File: config.mk
export PLATFORM = sky130hd
export DESIGN_NAME = limit_order_matcher
export DESIGN_NICKNAME = d
export VERILOG_FILES = /design/src/design/lom_pkg.sv /design/src/design/lom_book.sv /design/src/design/limit_order_matcher.sv
export SDC_FILE = /design/constraint.sdc
export NUM_CORES = 2
export LEC_CHECK = 0
export BUFFER_PORTS_ARGS = -buffer_cell sky130_fd_sc_hd__buf_2
export CAP_MARGIN = 30
export CORE_MARGIN = 1
export CORE_UTILIZATION = 57
export DETAILED_ROUTE_END_ITERATION = 12
export PLACE_DENSITY = 0.76
export SETUP_SLACK_MARGIN = 0.4
export SLEW_MARGIN = 10
export SYNTH_ARGS = -nofsm -noshare
export SYNTH_HDL_FRONTEND = slang
export SYNTH_SLANG_ARGS = --single-unit
export TNS_END_PERCENT = 20
File: constraint.sdc
create_clock -name clk -period 8.4 [get_ports clk]
set_input_delay 0.84 -clock clk [delete_from_list [all_inputs] [get_ports clk]]
set_output_delay 0.84 -clock clk [all_outputs]
set_load 0.02 [all_outputs]
File: src/design/lom_pkg.sv
// Shared types and constants for the limit order matcher.
// No dependencies; used by lom_book, limit_order_matcher and the testbench.
package lom_pkg;

  localparam int PRICE_W = 24;
  localparam int QTY_W = 16;
  localparam int BOOK_DEPTH_DEF = 32;

  // result kind, carried on out_tuser
  localparam logic KIND_TRADE = 1'b0;
  localparam logic KIND_STATUS = 1'b1;

  typedef struct packed {
    logic [PRICE_W-1:0] price;
    logic [QTY_W-1:0] qty;
  } entry_t;

  typedef enum logic [2:0] {
    ST_IDLE,
    ST_MRD,
    ST_MCMP,
    ST_INS,
    ST_SRD,
    ST_SCMP,
    ST_FRD,
    ST_FEMIT
  } state_t;

endpackage

File: src/design/lom_book.sv
// One side of the order book: synchronous single-port-read, single-port-write memory.
// Depends on lom_pkg (entry_t).
module lom_book #(
  parameter int DEPTH = lom_pkg::BOOK_DEPTH_DEF,
  parameter int AW = $clog2(DEPTH)
) (
  input  logic clk,
  input  logic rd_en,
  input  logic [AW-1:0] rd_addr,
  output lom_pkg::entry_t rd_data,
  input  logic wr_en,
  input  logic [AW-1:0] wr_addr,
  input  lom_pkg::entry_t wr_data
);

  lom_pkg::entry_t mem [DEPTH];
  lom_pkg::entry_t rd_data_r;

  always_ff @(posedge clk) begin
    if (wr_en) begin
      mem[wr_addr] <= wr_data;
    end
    if (rd_en) begin
      rd_data_r <= mem[rd_addr];
    end
  end

  assign rd_data = rd_data_r;

endmodule

File: src/design/limit_order_matcher.sv
// Top level of the limit order matcher: sequencer, book pointers and result register.
// Depends on lom_pkg and lom_book (one instance per side).
//
//  channel | dir | tdata (low bit up)                               | tuser  | tlast
//  in_     | in  | price[23:0], quantity[39:24]                     | is_buy | -
//  out_    | out | trade_quantity, trade_price, best_bid, best_ask, | kind   | last
//          |     | rejected (bit 88), zero pad to 96                |        |
//
// Steps: an order passes accept, match check, insert check, status read and status
// emit; each trade adds a match read and compare, and so does a stop on price; a resting
// remainder adds a slot write (slot found at once) or a read and compare, plus a read and
// compare per entry shifted. The read-then-decide loop on the registered book reads sets this. Each side is a circular
// buffer, so a fill at the front only moves the head pointer; inserts shift from the tail.
// Reset (rst_n low, synchronous) empties both sides; memory contents need no clear.
// A result beat waits in the output register; the sequencer stalls only when it
// has a new beat and the register is still held by out_tready low.
module limit_order_matcher #(
  parameter int BOOK_DEPTH = lom_pkg::BOOK_DEPTH_DEF
) (
  input  logic clk,
  input  logic rst_n,
  input  logic in_tvalid,
  output logic in_tready,
  input  logic [39:0] in_tdata,   // price[23:0], quantity[39:24]
  input  logic in_tuser,          // is_buy
  output logic out_tvalid,
  input  logic out_tready,
  output logic [95:0] out_tdata,  // trade_quantity, trade_price, best_bid, best_ask, rejected
  output logic out_tuser,         // kind
  output logic out_tlast          // last
);

  localparam int AW = $clog2(BOOK_DEPTH);
  localparam int CW = $clog2(BOOK_DEPTH + 1);
  localparam int PW = lom_pkg::PRICE_W;
  localparam int QW = lom_pkg::QTY_W;

  // logical slot j of a side -> memory address, wrapping at the book depth
  function automatic logic [AW-1:0] phys(input logic [AW-1:0] h, input logic [CW-1:0] j);
    logic [CW:0] s;
    s = (CW+1)'(h) + (CW+1)'(j);
    if (s >= (CW+1)'(BOOK_DEPTH)) begin
      s = s - (CW+1)'(BOOK_DEPTH);
    end
    return s[AW-1:0];
  endfunction

  lom_pkg::state_t state_r, state_nxt;
  logic buy_r, buy_nxt;
  logic [PW-1:0] price_r, price_nxt;
  logic [QW-1:0] remain_r, remain_nxt;
  logic rej_r, rej_nxt;
  logic [AW-1:0] bhead_r, bhead_nxt, ahead_r, ahead_nxt;
  logic [CW-1:0] bcnt_r, bcnt_nxt, acnt_r, acnt_nxt;
  logic [CW-1:0] idx_r, idx_nxt;

  logic out_valid_r, out_valid_nxt;
  logic [95:0] out_data_r, out_data_nxt;
  logic out_kind_r, out_kind_nxt;
  logic out_free;

  // book ports, viewed as own side and opposite side of the current order
  logic own_rd, op_rd, own_wr, op_wr;
  logic [AW-1:0] own_rd_a, op_rd_a, own_wr_a, op_wr_a;
  lom_pkg::entry_t own_wd, op_wd;
  lom_pkg::entry_t b_rd_data, a_rd_data, own_q, op_q;

  logic [AW-1:0] own_head, op_head;
  logic [CW-1:0] own_cnt, op_cnt;
  logic [PW-1:0] bidp, askp;
  logic [PW:0] psum;
  logic [QW-1:0] mq;
  logic worse;

  assign own_head = buy_r ? bhead_r : ahead_r;
  assign op_head  = buy_r ? ahead_r : bhead_r;
  assign own_cnt  = buy_r ? bcnt_r : acnt_r;
  assign op_cnt   = buy_r ? acnt_r : bcnt_r;
  assign own_q    = buy_r ? b_rd_data : a_rd_data;
  assign op_q     = buy_r ? a_rd_data : b_rd_data;

  assign bidp = buy_r ? price_r : op_q.price;
  assign askp = buy_r ? op_q.price : price_r;
  assign psum = (PW+1)'(bidp) + (PW+1)'(askp);
  assign mq   = (remain_r < op_q.qty) ? remain_r : op_q.qty;
  // resting entry ranks behind the new order
  assign worse = buy_r ? (own_q.price < price_r) : (own_q.price > price_r);

  assign out_free = !out_valid_r || out_tready;
  assign in_tready = (state_r == lom_pkg::ST_IDLE);

  always_comb begin
    state_nxt = state_r;
    buy_nxt = buy_r;
    price_nxt = price_r;
    remain_nxt = remain_r;
    rej_nxt = rej_r;
    bhead_nxt = bhead_r;
    ahead_nxt = ahead_r;
    bcnt_nxt = bcnt_r;
    acnt_nxt = acnt_r;
    idx_nxt = idx_r;
    out_valid_nxt = out_valid_r && !out_tready;
    out_data_nxt = out_data_r;
    out_kind_nxt = out_kind_r;
    own_rd = 1'b0;
    op_rd = 1'b0;
    own_wr = 1'b0;
    op_wr = 1'b0;
    own_rd_a = own_head;
    op_rd_a = op_head;
    own_wr_a = own_head;
    op_wr_a = op_head;
    own_wd = '{price: price_r, qty: remain_r};
    op_wd = '{price: op_q.price, qty: op_q.qty - mq};

    unique case (state_r)
      lom_pkg::ST_IDLE: begin
        if (in_tvalid) begin
          buy_nxt = in_tuser;
          price_nxt = in_tdata[23:0];
          remain_nxt = in_tdata[39:24];
          rej_nxt = 1'b0;
          state_nxt = lom_pkg::ST_MRD;
        end
      end
      lom_pkg::ST_MRD: begin
        if (remain_r == '0 || op_cnt == '0) begin
          state_nxt = lom_pkg::ST_INS;
        end else begin
          op_rd = 1'b1;
          state_nxt = lom_pkg::ST_MCMP;
        end
      end
      lom_pkg::ST_MCMP: begin
        if (bidp < askp) begin
          state_nxt = lom_pkg::ST_INS;
        end else if (out_free) begin
          out_valid_nxt = 1'b1;
          out_kind_nxt = lom_pkg::KIND_TRADE;
          out_data_nxt = {7'd0, 1'b0, 24'd0, 24'd0, psum[PW:1], mq};
          remain_nxt = remain_r - mq;
          if (op_q.qty == mq) begin
            // front order filled: advance the head
            if (buy_r) begin
              ahead_nxt = phys(ahead_r, CW'(1));
              acnt_nxt = acnt_r - 1'b1;
            end else begin
              bhead_nxt = phys(bhead_r, CW'(1));
              bcnt_nxt = bcnt_r - 1'b1;
            end
          end else begin
            op_wr = 1'b1;
          end
          state_nxt = lom_pkg::ST_MRD;
        end
      end
      lom_pkg::ST_INS: begin
        if (remain_r == '0) begin
          state_nxt = lom_pkg::ST_FRD;
        end else if (own_cnt == CW'(BOOK_DEPTH)) begin
          rej_nxt = 1'b1;
          state_nxt = lom_pkg::ST_FRD;
        end else begin
          idx_nxt = own_cnt;
          state_nxt = lom_pkg::ST_SRD;
        end
      end
      lom_pkg::ST_SRD: begin
        if (idx_r == '0) begin
          own_wr = 1'b1;
          own_wr_a = own_head;
          if (buy_r) bcnt_nxt = bcnt_r + 1'b1;
          else acnt_nxt = acnt_r + 1'b1;
          state_nxt = lom_pkg::ST_FRD;
        end else begin
          own_rd = 1'b1;
          own_rd_a = phys(own_head, idx_r - 1'b1);
          state_nxt = lom_pkg::ST_SCMP;
        end
      end
      lom_pkg::ST_SCMP: begin
        own_wr = 1'b1;
        own_wr_a = phys(own_head, idx_r);
        if (worse) begin
          // shift the entry one slot toward the tail
          own_wd = own_q;
          idx_nxt = idx_r - 1'b1;
          state_nxt = lom_pkg::ST_SRD;
        end else begin
          if (buy_r) bcnt_nxt = bcnt_r + 1'b1;
          else acnt_nxt = acnt_r + 1'b1;
          state_nxt = lom_pkg::ST_FRD;
        end
      end
      lom_pkg::ST_FRD: begin
        own_rd = 1'b1;
        op_rd = 1'b1;
        state_nxt = lom_pkg::ST_FEMIT;
      end
      lom_pkg::ST_FEMIT: begin
        if (out_free) begin
          out_valid_nxt = 1'b1;
          out_kind_nxt = lom_pkg::KIND_STATUS;
          out_data_nxt = {7'd0, rej_r,
                          (acnt_r != '0) ? a_rd_data.price : 24'd0,
                          (bcnt_r != '0) ? b_rd_data.price : 24'd0,
                          24'd0, 16'd0};
          state_nxt = lom_pkg::ST_IDLE;
        end
      end
      default: state_nxt = lom_pkg::ST_IDLE;
    endcase
  end

  always_ff @(posedge clk) begin
    if (!rst_n) begin
      state_r <= lom_pkg::ST_IDLE;
      bhead_r <= '0;
      ahead_r <= '0;
      bcnt_r <= '0;
      acnt_r <= '0;
      out_valid_r <= 1'b0;
    end else begin
      state_r <= state_nxt;
      bhead_r <= bhead_nxt;
      ahead_r <= ahead_nxt;
      bcnt_r <= bcnt_nxt;
      acnt_r <= acnt_nxt;
      out_valid_r <= out_valid_nxt;
    end
    buy_r <= buy_nxt;
    price_r <= price_nxt;
    remain_r <= remain_nxt;
    rej_r <= rej_nxt;
    idx_r <= idx_nxt;
    out_data_r <= out_data_nxt;
    out_kind_r <= out_kind_nxt;
  end

  lom_book #(.DEPTH(BOOK_DEPTH), .AW(AW)) u_bid (
    .clk(clk),
    .rd_en(buy_r ? own_rd : op_rd),
    .rd_addr(buy_r ? own_rd_a : op_rd_a),
    .rd_data(b_rd_data),
    .wr_en(buy_r ? own_wr : op_wr),
    .wr_addr(buy_r ? own_wr_a : op_wr_a),
    .wr_data(buy_r ? own_wd : op_wd)
  );

  lom_book #(.DEPTH(BOOK_DEPTH), .AW(AW)) u_ask (
    .clk(clk),
    .rd_en(buy_r ? op_rd : own_rd),
    .rd_addr(buy_r ? op_rd_a : own_rd_a),
    .rd_data(a_rd_data),
    .wr_en(buy_r ? op_wr : own_wr),
    .wr_addr(buy_r ? op_wr_a : own_wr_a),
    .wr_data(buy_r ? op_wd : own_wd)
  );

  assign out_tvalid = out_valid_r;
  assign out_tdata = out_data_r;
  assign out_tuser = out_kind_r;
  assign out_tlast = out_kind_r;

endmodule

==> results.py <==
metrics = {
    "floorplan": {
        "core_um2": 202100,
        "fp.dieW_um": 452.8,
        "die_h_um": 452.8,
        "die-area_um2": 205000,
        "rows": 165,
        "start_util": 0.5730,
        "io_pins": 145,
    },
    "setup_path": {
        "ff2ff_path_depth": 20,
        "worstPathCellList": "mux2i_2 > ha_1 > o21ai_0 > nor2_1 > o31ai_1 > o21ai_4 > a21oi_1 > ha_1 > inv_1 > ha_1 > a21o_1 > maj3_2 > o221ai_1 > nand3_1 > maj3_1 > o21a_1 > xnor2_1 > nor2_1 > o31a_1 > buf_6",
        "startpoint_type": "register",
        "cp-end-kind": "register",
        "worst-path-buf-inv": 2,
        "worstSetupPathDepth": 20,
        "r2r_slack_ns": 1.40,
        "critical-path-top-delay-family": "compound AO/OA/AOI/OAI gates",
        "slowest_delay_ns": 0.98,
        "r2r_end": "u_bid.mem[27][8]$_DFFE_PP_",
        "crit_required_ns": 9.18,
        "cpMostUsedCell": "ha_1",
        "r2r_start": "buy_r$_DFFE_PP_",
        "crit_type": "register to register",
        "worst-path-max-fanout": 19,
        "crit_arrival_ns": 7.78,
        "cpMaxStageDelayCell": "edfxtp_1",
    },
    "routing": {
        "wl_per_cell_um": 30.66,
        "ant_nets": 0,
        "dr.pass1.iters": 5,
        "vias_per_cell": 6.633,
        "num_vias": 66926,
        "first_iter_violations": 10149,
        "wl_mm": 309.3,
        "drt_drc_violations_left": 0,
    },
    "clocking": {
        "cts_setup_buffers": 0,
        "clock_latency_ns": 0.95,
        "root_buffer": "clkbuf_16",
        "cts_tree": "yes",
        "cts_buffer_depth": 4,
        "clkSinkCount": 2804,
        "hold_buffers": 0,
        "clk_pin_slew_ns": 0.06,
        "cts_made_buffers": 280,
        "cts_resized": 0,
        "htreeDepth": 5,
    },
    "placement": {
        "io_buffers": 137,
        "postPlaceCellArea_um2": 120600,
        "hpwl_mm": 166.9,
        "place.gp.congestion": 0.9060,
        "pre_cts_ws_ns": 1.300,
    },
    "sta": {
        "hold_viol": 0,
        "post-route-period-util": 0.8338,
        "finalSetupTns_ns": 0,
        "worst_slew_pin_slew_ns": 1.167,
        "fin_ws_ns": 1.396,
        "setup_viol": 0,
        "clock.fmax_ghz": 0.1428,
        "rsz0062_at_grt": "no",
        "report.final.slew_viol_count": 0,
        "period_minus_slack_ns": 7.004,
        "fin_worst_skew_ns": 0.05146,
        "hold_ws_ns": 0.06965,
        "maxSlewHeadroom": 0.2157,
    },
    "logic_synthesis": {
        "synth-seq-cells": 2804,
        "avgSynthCellArea_um2": 16.53,
        "seq_area_frac_synth": 0.7248,
        "synth_ff_type": "edfxtp_1",
        "syn_area_um2": 115800,
        "synth-warning-count": 0,
        "synth_cell_types": 88,
        "async_flop_share": 0,
        "netlist_instances": 7007,
        "synth_edf_count": 2778,
    },
    "grt": {
        "antenna_found_initial": 5,
        "grt_max_degree": 143,
        "grt_pass1_wl_mm": 443.9,
        "overflow": 0,
        "grt.total_usage": 0.3004,
        "grt_pass1_vias": 65701,
    },
    "power": {
        "powerDensity_nw_per_um2": 266.3,
        "peakVddDrop_uv": 224.1,
        "p_total_mw": 34.44,
        "power_frac_seq": 0.507,
        "swShare": 0.2595,
        "leakagePower_nw": 42.88,
        "p_comb_frac": 0.146,
        "p_clk_frac": 0.347,
        "internal_power_mw": 25.50,
        "switching_power_mw": 8.935,
    },
    "run_status": {
        "status": "complete, no violations",
    },
    "final_layout": {
        "design_area_um2": 129300,
        "area_delta_synth_final_pct": 11.65,
        "layout.nets": 7385,
        "fillers": 13074,
        "drive_gt1_frac": 0.1961,
    },
    "run": {
        "drv_cap": 0,
    },
    "hold_path": {
        "hold_end": "price_r[13]$_DFFE_PP_",
        "worstHoldPathCells": 1,
        "min_path_type": "input pin to register",
        "hp-start": "in_tdata[13]",
    },
}
-- stage by stage --
stage	util	instances
finish	0.6398	10090
global route	0.6397	10079
global placement	0.5952	9575
detailed placement	0.5966	9599
CTS	0.6391	10071
floorplan	-	7013
-- cells in the final DEF, fill, tap and decap left out, types with 71 or more instances in the layout --
cell	netlist	layout
inv_1	108	106
edfxtp_1	2778	2778
mux2_2	125	119
nand2_1	1269	1269
o21ai_0	90	71
nor2_1	118	116
and3_1	86	86
clkbuf_16	0	290
and2_1	77	75
a21oi_1	87	83
buf_4	26	162
a311oi_1	240	240
mux4_2	480	480
ha_1	119	119
a31o_1	81	81
buf_2	96	137
nand3_1	344	344
-- kinds of logic after synthesis --
group | synth area share
muxes | 0.1106
DFF | 0.7248
other | 0.00003238
and+or+nand+nor | 0.07893
xor gates and xnor gates | 0.006039
adders and majority gates | 0.01485
buffers and inverters | 0.01922
AOI/OAI and AO/OA | 0.04554
-- layout make-up --
cell class,count,area (um^2),share of cell area
repair buffers,342,2625,0.02030
well taps,2672,3343,0.02585
multi-input cells,3678,30380,0.2349
inverters,110,412.9,0.003193
diodes,12,30.03,0.0002322
clock buffers,351,7496,0.05797
clock inverters,121,1089,0.008418
flip-flops and latches,2804,83940,0.6491
-- metal layers --
metal | track usage | wire length [um] | up-vias | part of all wire
met5 | 0 | 0 | - | 0
met4 | 0.1832 | 21140 | 0 | 0.068
met3 | 0.05178 | 32100 | 794 | 0.10
met2 | 0.4668 | 144800 | 4533 | 0.47
met1 | 0.4005 | 111200 | 33787 | 0.36
li1 | - | - | 27812 | -
-- worst register-to-register path: stages (launching register included) --
cell and delay (ns):
edfxtp_1 0.98, mux2i_2 0.57, ha_1 0.34, o21ai_0 0.22, nor2_1 0.08, o31ai_1 0.61
o21ai_4 0.25, a21oi_1 0.33, ha_1 0.32, inv_1 0.13, ha_1 0.26, a21o_1 0.20
maj3_2 0.32, o221ai_1 0.16, nand3_1 0.31, maj3_1 0.45, o21a_1 0.18, xnor2_1 0.12
nor2_1 0.19, o31a_1 0.55, buf_6 0.27
-- cells in the mapped netlist (13+ instances only) --
library cell	instances	area, um^2
a211oi_1	24	180.2
a21boi_0	26	195.2
a21o_1	22	165.2
a21oi_1	87	435.4
a311oi_1	240	2102
a31o_1	81	709.4
a31oi_1	25	156.4
and2_1	77	481.7
and3_1	86	538.0
buf_1	68	255.2
buf_2	96	480.5
buf_4	26	195.2
clkbuf_1	229	859.6
dfxtp_1	26	520.5
edfxtp_1	2778	83420
ha_1	119	1489
inv_1	108	405.4
mux2_2	125	1408
mux2i_1	48	480.5
mux4_2	480	10810
nand2_1	1269	4763
nand2b_1	17	106.4
nand3_1	344	1722
nand4_1	13	81.33
nor2_1	118	442.9
nor3_1	109	545.5
o21a_1	13	97.59
o21ai_0	90	450.4
xnor2_1	58	508.0
xor2_1	20	175.2
-- power by group through the flow --
stage	Combinational, mW	Sequential, mW	Clock (mW)
CTS	4.89	17.4	12.1
global route	5.38	17.4	12.5
global placement	4.54	17.8	0
detailed placement	4.86	17.7	0
finish	5.04	17.4	12.0
floorplan	2.99	17.6	0
-- sequential cells by signal, indices dropped and copies added (netlist names), 6 cells and up --
| register | count |
|---|---|
| u_ask.rd_data | 40 |
| acnt_r | 6 |
| idx_r | 6 |
| u_bid.rd_data | 40 |
| out_tdata | 89 |
| bcnt_r | 6 |
| remain_r | 16 |
| price_r | 24 |
| u_bid.mem | 1280 |
| u_ask.mem | 1280 |
-- worst max path at each step --
| stage | startpoint | end | slack (ns) |
|---|---|---|---|
| after detailed placement | buy_r$_DFFE_PP_ | u_bid.mem[8][8]$_DFFE_PP_ | 1.30 |
| after CTS | buy_r$_DFFE_PP_ | u_bid.mem[25][8]$_DFFE_PP_ | 1.24 |
| after global routing | buy_r$_DFFE_PP_ | u_bid.mem[12][8]$_DFFE_PP_ | 1.06 |
| after floorplan | buy_r$_DFFE_PP_ | u_ask.mem[15][0]$_DFFE_PP_ | 0.02 |
| final | buy_r$_DFFE_PP_ | u_bid.mem[27][8]$_DFFE_PP_ | 1.40 |
| after global placement | buy_r$_DFFE_PP_ | u_bid.mem[26][8]$_DFFE_PP_ | 1.38 |
(Power assumes the default switching activity.)
